File: src/hw/rtl/ctu_pkg.sv
// ----------------------------------------------------------------------------
// ctu_pkg
// Shared types, constants and saturation helpers for the cable tension unit.
// ----------------------------------------------------------------------------
package ctu_pkg;

   // Iterative divider: magnitude shifted up by 16 over the cable length or norm
   localparam int DIV_NW = 49;
   localparam int DIV_DW = 31;
   // Iterative square root: 64-bit radicand, 32-bit root
   localparam int SQ_RW = 64;
   localparam int SQ_QW = 32;
   // Shared multiplier
   localparam int MUL_W  = 33;
   localparam int PROD_W = 2 * MUL_W;
   localparam int SAT_W  = 68;

   localparam logic signed [SAT_W-1:0] SAT_HI = 68'sd2147483647;
   localparam logic signed [SAT_W-1:0] SAT_LO = -68'sd2147483648;

   localparam logic [2:0] MODE_LOAD_DIR = 3'd0;
   localparam logic [2:0] MODE_NORM_DIR = 3'd1;
   localparam logic [2:0] MODE_TAUT     = 3'd2;
   localparam logic [2:0] MODE_RATE     = 3'd3;
   localparam logic [2:0] MODE_TENSION  = 3'd4;

   localparam logic [1:0] REG_CABLE_LENGTH = 2'd0;
   localparam logic [1:0] REG_TAUT_MARGIN  = 2'd1;
   localparam logic [1:0] REG_UAV_MASS     = 2'd2;

   typedef struct packed {
      logic              start;
      logic [DIV_NW-1:0] dividend;
      logic [DIV_DW-1:0] divisor;
   } ctu_div_req_type;

   typedef struct packed {
      logic             start;
      logic [SQ_RW-1:0] radicand;
   } ctu_sqrt_req_type;

   typedef struct packed {
      logic               hit;
      logic signed [31:0] val;
   } ctu_sat_type;

   // Clip to the Q16.16 range and flag the clip
   function automatic ctu_sat_type sat32(input logic signed [SAT_W-1:0] v);
      ctu_sat_type r;
      if (v > SAT_HI) begin
         r.hit = 1'b1;
         r.val = 32'sh7FFFFFFF;
      end else if (v < SAT_LO) begin
         r.hit = 1'b1;
         r.val = 32'sh80000000;
      end else begin
         r.hit = 1'b0;
         r.val = v[31:0];
      end
      return r;
   endfunction

   function automatic logic signed [SAT_W-1:0] sx_prod(input logic signed [PROD_W-1:0] v);
      return {{(SAT_W-PROD_W){v[PROD_W-1]}}, v};
   endfunction

endpackage

File: src/hw/rtl/ctu_mul.sv
// ----------------------------------------------------------------------------
// ctu_mul
// Shared signed multiplier with a registered product.
// ----------------------------------------------------------------------------
module ctu_mul (
   input  logic                               clock,
   input  logic signed [ctu_pkg::MUL_W-1:0]   op_a,
   input  logic signed [ctu_pkg::MUL_W-1:0]   op_b,
   output logic signed [ctu_pkg::PROD_W-1:0]  prod
);
   import ctu_pkg::*;

   logic signed [PROD_W-1:0] prod_ff;

   always_ff @(posedge clock) begin
      prod_ff <= op_a * op_b;
   end

   assign prod = prod_ff;

endmodule

File: config.mk
export PLATFORM = sky130hd
export DESIGN_NAME = ctu_mul
export DESIGN_NICKNAME = d
export VERILOG_FILES = /design/src/hw/rtl/ctu_pkg.sv /design/src/hw/rtl/ctu_mul.sv
export SDC_FILE = /design/constraint.sdc
export NUM_CORES = 2
export LEC_CHECK = 0
export BUFFER_PORTS_ARGS = -buffer_cell sky130_fd_sc_hd__buf_4
export CAP_MARGIN = 15
export CELL_PAD_IN_SITES_DETAIL_PLACEMENT = 1
export CELL_PAD_IN_SITES_GLOBAL_PLACEMENT = 1
export CORE_MARGIN = 1
export CORE_UTILIZATION = 30
export CTS_CLUSTER_DIAMETER = 80
export CTS_CLUSTER_SIZE = 20
export DETAILED_ROUTE_END_ITERATION = 8
export MAX_ROUTING_LAYER = met4
export PLACE_DENSITY = 0.65
export SLEW_MARGIN = 20
export SYNTH_ARGS = -nofsm -noshare
export SYNTH_HDL_FRONTEND = slang
export SYNTH_SLANG_ARGS = --single-unit
File: constraint.sdc
create_clock -name clock -period 13.65 [get_ports clock]
set_clock_uncertainty 0.2 [all_clocks]
set_input_delay 1.365 -clock clock [delete_from_list [all_inputs] [get_ports clock]]
set_output_delay 1.365 -clock clock [all_outputs]
set_load 0.05 [all_outputs]
==> results.py <==
metrics = {
    "clock_tree": {
        "htree_levels": 3,
        "cts_buffers": 9,
        "cts.sinks": 66,
        "path_clk_slew_ps": 100,
        "post_cts_resized": 0,
        "cts_hold_buffers": 0,
        "post_cts_buffers": 0,
        "cts_buffer_depth": 2,
        "cts-root-buf": "clkbuf_16",
        "cts_tree": "built",
    },
    "die": {
        "core_region_area_mm2": 0.1341,
        "die_area_mm2": 0.1373,
        "ios": 133,
        "chipHeight_um": 370.5,
        "std_cell_rows": 134,
        "fp.dieW_um": 370.5,
        "initial_core_util_pct": 30.37,
    },
    "timing": {
        "tightest_slew_ps": 853.4,
        "fin_ws_ps": 4185,
        "finalSetupViolations": 0,
        "rsz0062_at_grt": "false",
        "period_share_pct": 69.34,
        "hold_viol_final": 0,
        "tns_ps": 0,
        "slew_headroom_pct": 42.58,
        "fmax_mhz": 105.7,
        "slew_violations": 0,
        "fin_crit_ps": 9465,
    },
    "route": {
        "initialDrtViolationCount": 965,
        "dr_total_vias": 28230,
        "drtAntennaViolNets": 0,
        "firstDrtPassIters": 4,
        "wl_per_cell_um": 19.81,
        "via_per_inst": 4.669,
        "drc": 0,
        "routed_wl_um": 119700,
    },
    "cells_and_area": {
        "syn_to_final_growth_pct": 6.708,
        "final_nets": 5694,
        "post-route-cell-area_mm2": 0.04347,
        "largest_reg_flops": 66,
        "drive_above_1_share_pct": 4.450,
    },
    "placed_design": {
        "place.gp.congestion": 0.8439,
        "portBuffers": 132,
        "dp_hpwl_um": 100900,
        "place_area_mm2": 0.04312,
        "place_ws_ps": 3807,
    },
    "synthesis": {
        "synth.avg_cell_area_um2": 9.390,
        "async_reset_ff_share_pct": 0,
        "synth-main-ff-cell": "dfxtp_1",
        "ys_seq_area_share_pct": 3.244,
        "syn-instance-count": 4338,
        "synth_edf_count": 0,
        "synth_compound_area_share_pct": 4.067,
        "synth_area_mm2": 0.04073,
        "synth_area_leaders": "fa_1 56%, inv_1 10%, and2_1 8.6%",
        "synthesis.nets": 5767,
        "netlist-cell-type-count": 80,
        "synthMuxAreaShare_pct": 0,
        "yosys.area_share.xor_xnor_pct": 1.462,
        "synthAdderAreaFrac_pct": 62.94,
        "yosys_warnings": 0,
        "yosys_register_bits": 66,
        "synth_largest_area_cell": "fa_1",
        "synth_simple_gate_area_share_pct": 15.78,
        "yosysTopAreaCellShare_pct": 56.27,
        "synth_top_family_by_area": "adder cells",
    },
    "global_routing": {
        "grt_pass1_wl_um": 192200,
        "grt_max_degree": 34,
        "grt_overflow": 0,
        "grtUsageTotal_pct": 18.91,
        "grt_pass1_vias": 33110,
        "antenna_found_initial": 8,
    },
    "setup_path": {
        "crit_chain": "buf_4, nand2_1, inv_1, fa_1, fa_1, fa_1, fa_1, fa_1, fa_1, fa_1, inv_1, fa_1, inv_1, ha_1, nand3_1, nor2_1, nand2_1, nor3_1, o311ai_4, nand3_2, a211oi_1, a311oi_1",
        "endpoint_kind": "flip-flop",
        "required_ps": 13750,
        "cp_max_fo": 33,
        "crit_path_start_kind": "input port",
        "cpMostUsedCell": "fa_1",
        "critPathSlowestCell": "fa_1",
        "slowest_delay_ps": 930,
        "critical_path_class": "in2reg",
        "crit_arrival_ps": 9570,
    },
    "hold_path": {
        "hp-start": "op_b[0]",
        "hold_depth": 2,
        "hp-class": "in2reg",
        "min_to": "prod[0]$_DFF_P_",
    },
    "outcome": {
        "outcome": "complete, no violations",
    },
    "job": {
        "cap_viol_max_count": 0,
    },
}
[cells by family (layout without fill, tap and decap cells)]
family,after synthesis,after routing
compound gates,219,219
xor+xnor,68,68
fa+ha+maj,1362,1362
buf+inv,1352,1284
flops,66,66
other cells,0,7
simple gates,1271,1271
[layout make-up]
cell class / instances / area, um^2
Clock buffer: 9 / 225.2
Tap cell: 1768 / 2212
Sequential cell: 66 / 1321
Antenna cell: 7 / 17.52
Multi-Input combinational cell: 2920 / 34320
Inverter: 1131 / 4245
Fill cell: 15530 / 90660
Clock inverter: 7 / 100.1
Timing Repair Buffer: 137 / 1028
[per-layer routing]
| metal | wire (um) | GRT usage, % | up-vias |
|---|---|---|---|
| met5 | 0 | - | - |
| met4 | 2695 | 4.598 | 0 |
| met3 | 2712 | 1.519 | 109 |
| met2 | 67140 | 35.10 | 397 |
| li1 | - | - | 12190 |
| met1 | 47190 | 21.86 | 15530 |
[cells in the final DEF, fill, tap and decap left out, types with 43 or more instances in the layout]
cell type	count
fa_1	1145
inv_1	1131
and2_1	562
nand2_1	551
ha_1	217
buf_4	137
nor2_1	68
dfxtp_1	66
a21oi_1	57
xnor2_1	43
[worst max-delay path by stage]
stage	start	to
after global placement	op_b[9]	prod[63]$_DFF_P_
after floorplan	op_a[32]	prod[62]$_DFF_P_
final	op_a[32]	prod[64]$_DFF_P_
after CTS	op_a[32]	prod[64]$_DFF_P_
after global routing	op_a[32]	prod[64]$_DFF_P_
after detailed placement	op_a[32]	prod[64]$_DFF_P_
[worst max-delay path: cells and delay by family]
family	cells	cell delay (ps)
AO/OA/AOI/OAI	3	710
adder cells (fa/ha/maj)	9	4950
buffers and inverters	4	590
AND/OR/NAND/NOR	6	1880
[per-stage QoR]
step           hold slack [ps]  utilization, %  cells
6_report                  1197           32.41   6045
5_1_grt                   1187           32.40   6043
4_1_cts                   1165           32.39   6038
3_5_place_dp              1617           32.15   6022
3_3_place_gp              1617           32.15   6022
2_1_floorplan             1292               -   4338
[cells in the mapped netlist (all sizes together), types with 6 or more instances]
| master | instances |
|---|---|
| o21a | 6 |
| a21oi | 61 |
| o31ai | 7 |
| a21o | 38 |
| and2 | 563 |
| o21ai | 33 |
| a211o | 6 |
| and3 | 6 |
| buf | 13 |
| dfxtp | 66 |
| a31oi | 9 |
| a211oi | 11 |
| xnor2 | 43 |
| xor2 | 25 |
| nor3 | 7 |
| nand2 | 551 |
| nand2b | 12 |
| ha | 217 |
| clkbuf | 208 |
| nand4 | 12 |
| o21bai | 11 |
| inv | 1131 |
| nand3 | 26 |
| nor2 | 68 |
| fa | 1145 |
Power is not shown: default switching activity piles up to over one toggle a cycle in this logic, so the estimate is an artifact.
