==> src/hw/rtl/ctu_pkg.sv <==
// ----------------------------------------------------------------------------
// ctu_pkg
// Shared types, constants and saturation helpers for the cable tension unit.
// ----------------------------------------------------------------------------
package ctu_pkg;

   // Iterative divider: magnitude shifted up by 16 over the cable length or norm
   localparam int DIV_NW = 49;
   localparam int DIV_DW = 31;
   // Iterative square root: 64-bit radicand, 32-bit root
   localparam int SQ_RW = 64;
   localparam int SQ_QW = 32;
   // Shared multiplier
   localparam int MUL_W  = 33;
   localparam int PROD_W = 2 * MUL_W;
   localparam int SAT_W  = 68;

   localparam logic signed [SAT_W-1:0] SAT_HI = 68'sd2147483647;
   localparam logic signed [SAT_W-1:0] SAT_LO = -68'sd2147483648;

   localparam logic [2:0] MODE_LOAD_DIR = 3'd0;
   localparam logic [2:0] MODE_NORM_DIR = 3'd1;
   localparam logic [2:0] MODE_TAUT     = 3'd2;
   localparam logic [2:0] MODE_RATE     = 3'd3;
   localparam logic [2:0] MODE_TENSION  = 3'd4;

   localparam logic [1:0] REG_CABLE_LENGTH = 2'd0;
   localparam logic [1:0] REG_TAUT_MARGIN  = 2'd1;
   localparam logic [1:0] REG_UAV_MASS     = 2'd2;

   typedef struct packed {
      logic              start;
      logic [DIV_NW-1:0] dividend;
      logic [DIV_DW-1:0] divisor;
   } ctu_div_req_type;

   typedef struct packed {
      logic             start;
      logic [SQ_RW-1:0] radicand;
   } ctu_sqrt_req_type;

   typedef struct packed {
      logic               hit;
      logic signed [31:0] val;
   } ctu_sat_type;

   // Clip to the Q16.16 range and flag the clip
   function automatic ctu_sat_type sat32(input logic signed [SAT_W-1:0] v);
      ctu_sat_type r;
      if (v > SAT_HI) begin
         r.hit = 1'b1;
         r.val = 32'sh7FFFFFFF;
      end else if (v < SAT_LO) begin
         r.hit = 1'b1;
         r.val = 32'sh80000000;
      end else begin
         r.hit = 1'b0;
         r.val = v[31:0];
      end
      return r;
   endfunction

   function automatic logic signed [SAT_W-1:0] sx_prod(input logic signed [PROD_W-1:0] v);
      return {{(SAT_W-PROD_W){v[PROD_W-1]}}, v};
   endfunction

endpackage

==> src/hw/rtl/ctu_div.sv <==
// ----------------------------------------------------------------------------
// ctu_div
// Restoring unsigned divider, one quotient bit per cycle.
// ----------------------------------------------------------------------------
module ctu_div (
   input  logic                           clock,
   input  logic                           reset,
   input  ctu_pkg::ctu_div_req_type       req,
   output logic                           done,
   output logic [ctu_pkg::DIV_NW-1:0]     quotient
);
   import ctu_pkg::*;

   localparam int CNT_W = $clog2(DIV_NW);

   logic              busy_ff, busy_in;
   logic              done_ff, done_in;
   logic [CNT_W-1:0]  cnt_ff, cnt_in;
   logic [DIV_DW:0]   rem_ff, rem_in;
   logic [DIV_NW-1:0] quo_ff, quo_in;
   logic [DIV_DW-1:0] dvs_ff, dvs_in;
   logic [DIV_DW:0]   rem_sh;

   always_comb begin
      busy_in = busy_ff;
      done_in = 1'b0;
      cnt_in  = cnt_ff;
      rem_in  = rem_ff;
      quo_in  = quo_ff;
      dvs_in  = dvs_ff;
      rem_sh  = {rem_ff[DIV_DW-1:0], quo_ff[DIV_NW-1]};
      if (req.start) begin
         busy_in = 1'b1;
         cnt_in  = CNT_W'(DIV_NW - 1);
         rem_in  = '0;
         quo_in  = req.dividend;
         dvs_in  = req.divisor;
      end else if (busy_ff) begin
         // shift in one dividend bit, subtract when it fits
         if (rem_sh >= {1'b0, dvs_ff}) begin
            rem_in = rem_sh - {1'b0, dvs_ff};
            quo_in = {quo_ff[DIV_NW-2:0], 1'b1};
         end else begin
            rem_in = rem_sh;
            quo_in = {quo_ff[DIV_NW-2:0], 1'b0};
         end
         if (cnt_ff == '0) begin
            busy_in = 1'b0;
            done_in = 1'b1;
         end else begin
            cnt_in = cnt_ff - 1'b1;
         end
      end
   end

   always_ff @(posedge clock) begin
      if (reset) begin
         busy_ff <= 1'b0;
         done_ff <= 1'b0;
         cnt_ff  <= '0;
      end else begin
         busy_ff <= busy_in;
         done_ff <= done_in;
         cnt_ff  <= cnt_in;
      end
      rem_ff <= rem_in;
      quo_ff <= quo_in;
      dvs_ff <= dvs_in;
   end

   assign done     = done_ff;
   assign quotient = quo_ff;

endmodule

==> config.mk <==
export PLATFORM = sky130hd
export DESIGN_NAME = ctu_div
export DESIGN_NICKNAME = d
export VERILOG_FILES = /design/src/hw/rtl/ctu_pkg.sv /design/src/hw/rtl/ctu_div.sv
export SDC_FILE = /design/constraint.sdc
export NUM_CORES = 1
export LEC_CHECK = 0
export BUFFER_PORTS_ARGS = -buffer_cell sky130_fd_sc_hd__buf_2
export CORE_MARGIN = 2
export CORE_UTILIZATION = 51
export DETAILED_ROUTE_END_ITERATION = 10
export PLACE_DENSITY = 0.83
export SYNTH_ARGS = -nofsm -noshare
export SYNTH_HDL_FRONTEND = slang
export SYNTH_SLANG_ARGS = --single-unit
==> constraint.sdc <==
create_clock -name clock -period 3.9 [get_ports clock]
set_clock_uncertainty 0.2 [all_clocks]
set_input_delay 0 -clock clock [delete_from_list [all_inputs] [get_ports clock]]
set_output_delay 0 -clock clock [all_outputs]
set_load 0.02 [all_outputs]
==> flow_metrics.env <==
export IMPL_final_setup_viol_count=0
export IMPL_final_common_cell="buf_2"
export IMPL_grt_overflow=0
export IMPL_cp_data_required_time_ns=4.05
export IMPL_rsz0062_at_grt="no"
export IMPL_synth_edf_count=80
export IMPL_arrival_ns=3.34
export IMPL_ys_seq_area_share_pct=48.1
export IMPL_synth_flop_cell="edfxtp_1"
export IMPL_antenna_cells=0
export IMPL_min_path_cells=2
export IMPL_cts_made_buffers=17
export IMPL_clk_pin_slew_worst_paths_ns=0.06
export IMPL_finalSetupTns_ns=0
export IMPL_hold_buffers=82
export IMPL_netlist_area_um2=6620
export IMPL_fin_crit_sh_pct=81.8
export IMPL_drc=0
export IMPL_syn_nets=738
export IMPL_gp_congestion=0.922
export IMPL_drive_gt1_share_pct=26.8
export IMPL_drt_pass1_iterations=5
export IMPL_grt_pass1_vias=5910
export IMPL_maxCapViolations=0
export IMPL_asyncSetResetFlopFracSynth_pct=0
export IMPL_final_cell_area_um2=8780
export IMPL_cts_path_max_buffers=2
export IMPL_worst_slack_ns=0.710
export IMPL_ff2ff_setup_slack_ns=0.71
export IMPL_critPathKind="reg2reg"
export IMPL_power_density_nw_per_um2=445
export IMPL_synth_warning_count=0
export IMPL_initial_core_util_pct=52.4
export IMPL_cellLeakagePower_nw=3.69
export IMPL_final_min_clock_period_ns=3.19
export IMPL_detail_route_vias_per_cell=5.62
export IMPL_final_cell_mix="buf_2 (131), dlygate4sd3_1 (82), edfxtp_1 (80)"
export IMPL_syn_to_final_growth_pct=32.7
export IMPL_place_hpwl_um=11300
export IMPL_cts_root_buf="clkbuf_16"
export IMPL_cts_tree="yes"
export IMPL_max_vdd_ir_drop_uv=403
export IMPL_fin_nets=947
export IMPL_cp_end_kind="flop"
export IMPL_insertion_delay_ns=0.43
export IMPL_cp_start_kind="flop"
export IMPL_hp_class="in2reg"
export IMPL_dr_first_iter_drc_count=416
export IMPL_worst_r2r_cell_count=10
export IMPL_outcome="finished, final reports clean"
export IMPL_core_um2=12600
export IMPL_grt_max_degree=66
export IMPL_routedWlPerCell_um=17.9
export IMPL_grt_pass1_wl_um=29300
export IMPL_wl_um=18200
export IMPL_synth_cell_types=60
export IMPL_dieHeight_um=118
export IMPL_cp_max_fo=11
export IMPL_dieArea_um2=13900
export IMPL_ant_nets=0
export IMPL_hold_viol=0
export IMPL_placed_area_um2=7410
export IMPL_post_cts_buffers=0
export IMPL_clock_fmax_mhz=314
export IMPL_cts_sinks=119
export IMPL_numPortBuffers=132
export IMPL_synth_avg_cell_area_um2=10.7
export IMPL_netlist_instances=621
export IMPL_fp_dieW_um=118
export IMPL_io_pins=133
export IMPL_post_cts_resized=0
export IMPL_gr_usage_all_layers_pct=26.6
export IMPL_grt_antenna_before_repair=0
export IMPL_post_place_ws_ns=0.772
export IMPL_cts_htree_levels=4
export IMPL_synth_seq_cells=119
export IMPL_row_count=41
export IMPL_vias=5703
export IMPL_maxSlewHeadroom_pct=33.9
export IMPL_worst_pin_slew_ns=0.990
export IMPL_finalMaxSlewViolations=0
==> cell usage after synthesis (3+ instances only) <==
| library cell | count | area [um2] |
|---|---|---|
| nand2_1 | 45 | 169 |
| a311oi_1 | 7 | 61.3 |
| nand2b_1 | 7 | 43.8 |
| nor3_1 | 12 | 60.1 |
| nor2_1 | 53 | 199 |
| or3_1 | 5 | 31.3 |
| ha_1 | 33 | 413 |
| xnor2_1 | 19 | 166 |
| clkbuf_1 | 24 | 90.1 |
| nor2b_1 | 4 | 25.0 |
| nand3_1 | 16 | 80.1 |
| o21ai_0 | 16 | 80.1 |
| a21o_1 | 9 | 67.6 |
| o211ai_1 | 4 | 30.0 |
| inv_1 | 37 | 139 |
| a31oi_1 | 3 | 18.8 |
| a32oi_1 | 4 | 35.0 |
| o21ai_1 | 7 | 35.0 |
| a211oi_1 | 19 | 143 |
| a21oi_1 | 30 | 150 |
| mux2i_1 | 19 | 190 |
| and3_1 | 10 | 62.6 |
| o21a_1 | 7 | 52.6 |
| mux2_2 | 49 | 552 |
| edfxtp_1 | 80 | 2400 |
| xor2_1 | 11 | 96.3 |
| o31ai_1 | 5 | 37.5 |
| nand4_1 | 4 | 25.0 |
| dfxtp_1 | 39 | 781 |
==> sequential cells by signal, indices dropped and copies added (netlist names) <==
register	flops
busy_ff	1
quotient	49
rem_ff	31
cnt_ff	6
dvs_ff	31
done	1
==> per-stage QoR <==
| step | instances | util [%] | hold WS [ns] | total power, mW |
|---|---|---|---|---|
| 6_report | 1015 | 69.6 | 0.0849 | 3.91 |
| 4_1_cts | 1015 | 69.6 | 0.0787 | 3.89 |
| 2_1_floorplan | 621 | - | -0.101 | 2.13 |
| 3_5_place_dp | 901 | 58.7 | -0.0214 | 2.35 |
| 5_1_grt | 1015 | 69.6 | 0.0784 | 4.07 |
| 3_3_place_gp | 901 | 58.7 | -0.0223 | 2.33 |
==> cell families (layout without fill, tap and decap cells) <==
group | count (synthesis) | count (layout) | synth area share, %
adders and majority gates | 34 | 34 | 6.54
DFF | 119 | 119 | 48.1
and+or+nand+nor | 172 | 172 | 12.4
buffers and inverters | 68 | 290 | 4.18
AOI/OAI and AO/OA | 129 | 129 | 13.4
muxes | 69 | 69 | 11.4
xor gates and xnor gates | 30 | 30 | 3.97
==> metal layers <==
layer | GRT usage (%) | wire length, um | vias up
met4 | 9.94 | 457 | 0
met5 | 0 | 0 | -
met1 | 32.1 | 7640 | 2708
met3 | 9.16 | 1390 | 41
met2 | 43.8 | 8670 | 245
li1 | - | - | 2709
==> path summary, 6_finish.rpt <==
check                   from    endpoint
setup reg to reg  dvs_ff[25]  rem_ff[23]
setup / recovery  dvs_ff[25]  rem_ff[23]
hold / removal       req[27]  dvs_ff[27]
hold reg to reg   rem_ff[13]  rem_ff[13]
==> worst max-delay path: stages (launching register included) <==
cell       delay, ns
edfxtp_1        0.32
inv_1           0.04
ha_1            0.34
a211o_1         0.33
a2111oi_1       0.58
o21ai_1         0.18
o211ai_2        0.22
nand2_2         0.21
buf_4           0.25
or3_1           0.37
o211ai_2        0.08
==> area by class of cell <==
| cell class | count | area (um2) |
|---|---|---|
| Sequential cell | 119 | 3180 |
| Inverter | 37 | 139 |
| Clock inverter | 8 | 78.8 |
| Timing Repair Buffer | 221 | 1540 |
| Clock buffer | 24 | 472 |
| Fill cell | 930 | 3840 |
| Tap cell | 172 | 215 |
| Multi-Input combinational cell | 434 | 3160 |
==> power by group <==
part           total, mW  internal [mW]  switching [mW]  leakage [nW]
combinational      0.879          0.380           0.499          2.32
clock               1.48          0.907           0.577         0.256
sequential          1.55           1.48          0.0687          1.12
(Power assumes the default switching activity.)
