==> src/hw/rtl/ctu_pkg.sv <==
// ----------------------------------------------------------------------------
// ctu_pkg
// Shared types, constants and saturation helpers for the cable tension unit.
// ----------------------------------------------------------------------------
package ctu_pkg;

   // Iterative divider: magnitude shifted up by 16 over the cable length or norm
   localparam int DIV_NW = 49;
   localparam int DIV_DW = 31;
   // Iterative square root: 64-bit radicand, 32-bit root
   localparam int SQ_RW = 64;
   localparam int SQ_QW = 32;
   // Shared multiplier
   localparam int MUL_W  = 33;
   localparam int PROD_W = 2 * MUL_W;
   localparam int SAT_W  = 68;

   localparam logic signed [SAT_W-1:0] SAT_HI = 68'sd2147483647;
   localparam logic signed [SAT_W-1:0] SAT_LO = -68'sd2147483648;

   localparam logic [2:0] MODE_LOAD_DIR = 3'd0;
   localparam logic [2:0] MODE_NORM_DIR = 3'd1;
   localparam logic [2:0] MODE_TAUT     = 3'd2;
   localparam logic [2:0] MODE_RATE     = 3'd3;
   localparam logic [2:0] MODE_TENSION  = 3'd4;

   localparam logic [1:0] REG_CABLE_LENGTH = 2'd0;
   localparam logic [1:0] REG_TAUT_MARGIN  = 2'd1;
   localparam logic [1:0] REG_UAV_MASS     = 2'd2;

   typedef struct packed {
      logic              start;
      logic [DIV_NW-1:0] dividend;
      logic [DIV_DW-1:0] divisor;
   } ctu_div_req_type;

   typedef struct packed {
      logic             start;
      logic [SQ_RW-1:0] radicand;
   } ctu_sqrt_req_type;

   typedef struct packed {
      logic               hit;
      logic signed [31:0] val;
   } ctu_sat_type;

   // Clip to the Q16.16 range and flag the clip
   function automatic ctu_sat_type sat32(input logic signed [SAT_W-1:0] v);
      ctu_sat_type r;
      if (v > SAT_HI) begin
         r.hit = 1'b1;
         r.val = 32'sh7FFFFFFF;
      end else if (v < SAT_LO) begin
         r.hit = 1'b1;
         r.val = 32'sh80000000;
      end else begin
         r.hit = 1'b0;
         r.val = v[31:0];
      end
      return r;
   endfunction

   function automatic logic signed [SAT_W-1:0] sx_prod(input logic signed [PROD_W-1:0] v);
      return {{(SAT_W-PROD_W){v[PROD_W-1]}}, v};
   endfunction

endpackage

==> src/hw/rtl/ctu_sqrt.sv <==
// ----------------------------------------------------------------------------
// ctu_sqrt
// Digit-by-digit integer square root, one root bit per cycle.
// ----------------------------------------------------------------------------
module ctu_sqrt (
   input  logic                          clock,
   input  logic                          reset,
   input  ctu_pkg::ctu_sqrt_req_type     req,
   output logic                          done,
   output logic [ctu_pkg::SQ_QW-1:0]     root
);
   import ctu_pkg::*;

   localparam int CNT_W = $clog2(SQ_QW);

   logic             busy_ff, busy_in;
   logic             done_ff, done_in;
   logic [CNT_W-1:0] cnt_ff, cnt_in;
   logic [SQ_QW+1:0] rem_ff, rem_in;
   logic [SQ_RW-1:0] rad_ff, rad_in;
   logic [SQ_QW-1:0] root_ff, root_in;
   logic [SQ_QW+1:0] rem_sh;
   logic [SQ_QW+1:0] trial;

   always_comb begin
      busy_in = busy_ff;
      done_in = 1'b0;
      cnt_in  = cnt_ff;
      rem_in  = rem_ff;
      rad_in  = rad_ff;
      root_in = root_ff;
      rem_sh  = {rem_ff[SQ_QW-1:0], rad_ff[SQ_RW-1:SQ_RW-2]};
      trial   = {root_ff, 2'b01};
      if (req.start) begin
         busy_in = 1'b1;
         cnt_in  = CNT_W'(SQ_QW - 1);
         rem_in  = '0;
         rad_in  = req.radicand;
         root_in = '0;
      end else if (busy_ff) begin
         rad_in = {rad_ff[SQ_RW-3:0], 2'b00};
         if (rem_sh >= trial) begin
            rem_in  = rem_sh - trial;
            root_in = {root_ff[SQ_QW-2:0], 1'b1};
         end else begin
            rem_in  = rem_sh;
            root_in = {root_ff[SQ_QW-2:0], 1'b0};
         end
         if (cnt_ff == '0) begin
            busy_in = 1'b0;
            done_in = 1'b1;
         end else begin
            cnt_in = cnt_ff - 1'b1;
         end
      end
   end

   always_ff @(posedge clock) begin
      if (reset) begin
         busy_ff <= 1'b0;
         done_ff <= 1'b0;
         cnt_ff  <= '0;
      end else begin
         busy_ff <= busy_in;
         done_ff <= done_in;
         cnt_ff  <= cnt_in;
      end
      rem_ff  <= rem_in;
      rad_ff  <= rad_in;
      root_ff <= root_in;
   end

   assign done = done_ff;
   assign root = root_ff;

endmodule

==> config.mk <==
export PLATFORM = sky130hd
export DESIGN_NAME = ctu_sqrt
export DESIGN_NICKNAME = d
export VERILOG_FILES = /design/src/hw/rtl/ctu_pkg.sv /design/src/hw/rtl/ctu_sqrt.sv
export SDC_FILE = /design/constraint.sdc
export NUM_CORES = 1
export LEC_CHECK = 0
export BUFFER_PORTS_ARGS = -buffer_cell sky130_fd_sc_hd__buf_2
export CORE_ASPECT_RATIO = 0.75
export CORE_MARGIN = 4
export CORE_UTILIZATION = 42
export DETAILED_ROUTE_END_ITERATION = 16
export PLACE_DENSITY_LB_ADDON = 0.1
export SETUP_SLACK_MARGIN = 0.3
export SLEW_MARGIN = 40
export SYNTH_ARGS = -nofsm -noshare
export SYNTH_HDL_FRONTEND = slang
export SYNTH_SLANG_ARGS = --single-unit
==> constraint.sdc <==
create_clock -name clock -period 3.4 [get_ports clock]
set_clock_uncertainty 0.2 [all_clocks]
set_input_delay 0.68 -clock clock [delete_from_list [all_inputs] [get_ports clock]]
set_output_delay 0.68 -clock clock [all_outputs]
set_load 0.02 [all_outputs]
==> metrics.log <==
[metrics] outcome: finished clean
[metrics] number of synthesis warnings: 0
[metrics] total number of clock tree sinks: 135
[metrics] final critical path time including I/O delays and setup: 3.05 ns
[metrics] number of top-level pins: 100
[metrics] startpoint-to-endpoint class of the critical path: flop to flop
[metrics] Detailed Place HPWL: 14200 um
[metrics] post-synthesis cell count: 766
[metrics] multiplexer share of the synthesized area: 13.3%
[metrics] Vias/cell: 5.62
[metrics] most common cell in the synthesized netlist: nor2_1
[metrics] number of nets in the layout: 962
[metrics] total count of hold-check failures in the final report: 0
[metrics] antenna diode instance count: 0
[metrics] remaining global-route overflow: 0
[metrics] Total GRT Usage: 19.5%
[metrics] kind of capture point of the worst setup path: flop
[metrics] startpoint type of the worst setup path: flop
[metrics] minimum setup slack after placement: 0.224 ns
[metrics] Avg Cell Area, Syn: 9.98 um^2
[metrics] standard-cell row count: 42
[metrics] xor/xnor cell area share of the yosys netlist: 2.41%
[metrics] leading register cell type out of synthesis: dfxtp_1
[metrics] data required time at the worst endpoint: 3.47 ns
[metrics] ranking of synthesized cells by instance count: nor2_1, dfxtp_1, edfxtp_1, mux2_2, inv_1
[metrics] number of nets with antenna violations after routing: 0
[metrics] CTS Buffer Depth: 2
[metrics] async set-or-reset flop fraction in the synthesized netlist: 0%
[metrics] post-synth net total: 869
[metrics] setup slack after layout: 0.353 ns
[metrics] area inside the core boundary: 17800 um^2
[metrics] number of enable-type register cells in the synthesized netlist: 64
[metrics] Final Setup Violations: 0
[metrics] leading area contributor after synthesis: edfxtp_1
[metrics] global-route wire length before repair: 31900 um
[metrics] synth-to-layout area growth: 20.8%
[metrics] number of filler instances in the final layout: 1671
[metrics] die footprint: 20400 um^2
[metrics] Area contributors post-synth: edfxtp_1, dfxtp_1, mux2_2
[metrics] quantity of I/O buffers inserted on ports: 99
[metrics] maximum fanout encountered on the critical timing path: 6
[metrics] die width: 164 um
[metrics] clock root cell: clkbuf_16
[metrics] clock latency on the worst-skew pair: 0.43 ns
[metrics] share of the synthesized area in the top cell type: 25.1%
[metrics] routability-driven placement congestion ratio: 0.873
[metrics] Total Negative Setup Slacks: 0 ns
[metrics] power per unit of standard cell area: 966 nW/um^2
[metrics] DRC: 0
[metrics] register clock-pin slew on the reported worst setup and hold paths: 0.06 ns
[metrics] mapped cell area: 7640 um^2
[metrics] Final period util: 89.6%
[metrics] maximum clock frequency: 328 MHz
[metrics] number of slew-limit violations in the final report: 0
[metrics] arithmetic-cell share of the synthesized area counting full adders, half adders and majority gates: 5.89%
[metrics] # H-tree levels: 4
[metrics] Unique masters post-synth: 70
[metrics] antenna violations before repair: 1
[metrics] headroom to the max-slew limit: 52.0%
[metrics] Pleak: 0.00374 uW
[metrics] Tightest Pin Transition: 0.720 ns
[metrics] max-cap violation count: 0
[metrics] starting density of the core: 43.0%
[metrics] Hold Path Class: flop to flop
[metrics] fraction of layout cells with a size suffix above 1: 29.6%
[metrics] crit path DAT: 3.12 ns
[metrics] routed length per placed instance: 18.1 um
[metrics] number of global-route vias before repair: 6104
[metrics] sequential share of the synthesized area: 43.7%
[metrics] maximum vdd ir drop: 0.000581 V
[metrics] number of buffers added by the clock tree synthesis step: 17
[metrics] simple-gate portion of the synthesized area: 12.2%
[metrics] total number of vias: 6265
[metrics] largest family of logic cells by synthesized area: compound AO/OA/AOI/OAI gates
[metrics] Chip Height: 125 um
[metrics] initial detailed-routing violation count: 399
[metrics] Compound-Gate Fraction of Synth Area: 17.6%
[metrics] number of flip-flops and latches in the synthesized netlist: 135
[metrics] drt pass-1 iters: 5
[metrics] maximum number of pins on one net before global-route repair: 65
[metrics] CTS tree: built
[metrics] RSZ-0062 raised after global routing: true
[metrics] drt total wl: 20100 um
==> stage by stage <==
| step | instances | power [uW] | cell area [um^2] | hold WS (ns) | utilization, % |
|---|---|---|---|---|---|
| after floorplan | 766 | 5280 | 7650 | 0.240 | - |
| after global placement | 1078 | 6360 | 8400 | 0.284 | 47.3 |
| after detailed placement | 1078 | 6380 | 8400 | 0.285 | 47.3 |
| after CTS | 1111 | 8500 | 9050 | 0.299 | 51.0 |
| after global routing | 1114 | 9450 | 9240 | 0.311 | 52.0 |
| final | 1114 | 8920 | 9240 | 0.309 | 52.0 |
==> critical path, stage by stage, from the launching register on <==
cell	delay, ns
dfxtp_1	0.37
inv_1	0.06
ha_1	0.38
a21oi_1	0.22
o21ai_2	0.12
a211o_1	0.32
o22ai_4	0.25
a21oi_4	0.09
o21a_1	0.22
buf_4	0.17
o211ai_1	0.33
a311oi_2	0.17
==> cell usage in the layout (no fill, tap or decap), types with 12 or more instances in the layout <==
cell type,Yosys,layout
buf_2,9,98
clkbuf_16,0,17
nand2_1,37,37
xnor2_1,14,14
a311oi_1,15,13
a21oi_1,38,33
nor2_1,82,80
buf_4,2,18
o21ai_0,19,18
ha_1,36,27
a21o_1,19,18
dfxtp_1,71,70
inv_1,47,46
edfxtp_1,64,64
o211ai_1,14,14
nand3_1,23,23
mux2i_1,31,31
mux2_2,63,63
nand4_1,12,12
==> where the power goes <==
group,internal [uW],switching (uW)
clock network,1190,804
logic,1940,2880
registers,1940,169
total,5070,3850
==> metal layers <==
| layer | vias up | track usage [%] | wire (um) |
|---|---|---|---|
| li1 | 3024 | - | - |
| met1 | 3051 | 29.0 | 10000 |
| met2 | 165 | 28.9 | 8800 |
| met3 | 23 | 4.43 | 1090 |
| met4 | 2 | 4.44 | 185 |
| met5 | - | 0 | 13 |
==> final cells by class <==
class	instances	area (um^2)	share of cell area (%)
Tap cell	242	303	3.28
Timing Repair Buffer	120	683	7.40
Clock inverter	15	199	2.15
Inverter	47	180	1.95
Sequential cell	135	3350	36.2
Multi-Input combinational cell	538	4100	44.4
Clock buffer	17	425	4.61
==> what timing repair did <==
item	in CTS	in global routing
pin swaps	1	11
cloned	0	0
hold buffers	0	0
setup buffers	1	3
endpoints found under the setup margin	23	33
gates resized for setup	5	36
==> path summary, 6_finish.rpt <==
kind | slack, ns | cells past startpoint | end | from
min | 0.31 | 2 | rem_ff[17] | rem_ff[15]
min reg2reg | 0.31 | 2 | rem_ff[17] | rem_ff[15]
max | 0.35 | 11 | rem_ff[30] | root[15]
max reg2reg | 0.35 | 11 | rem_ff[30] | root[15]
==> registers in the layout, indices dropped and copies added, names as in the netlist <==
signal and cells:
done 1, rad_ff 64, rem_ff 32, cnt_ff 5
busy_ff 1, root 32
==> cell families after synthesis <==
group           after synthesis
compound gates              187
xor+xnor                     21
fa+ha+maj                    36
buf+inv                      93
flops                       135
mux                          94
simple gates                200
Note: power is estimated with default switching activity, not from simulation.
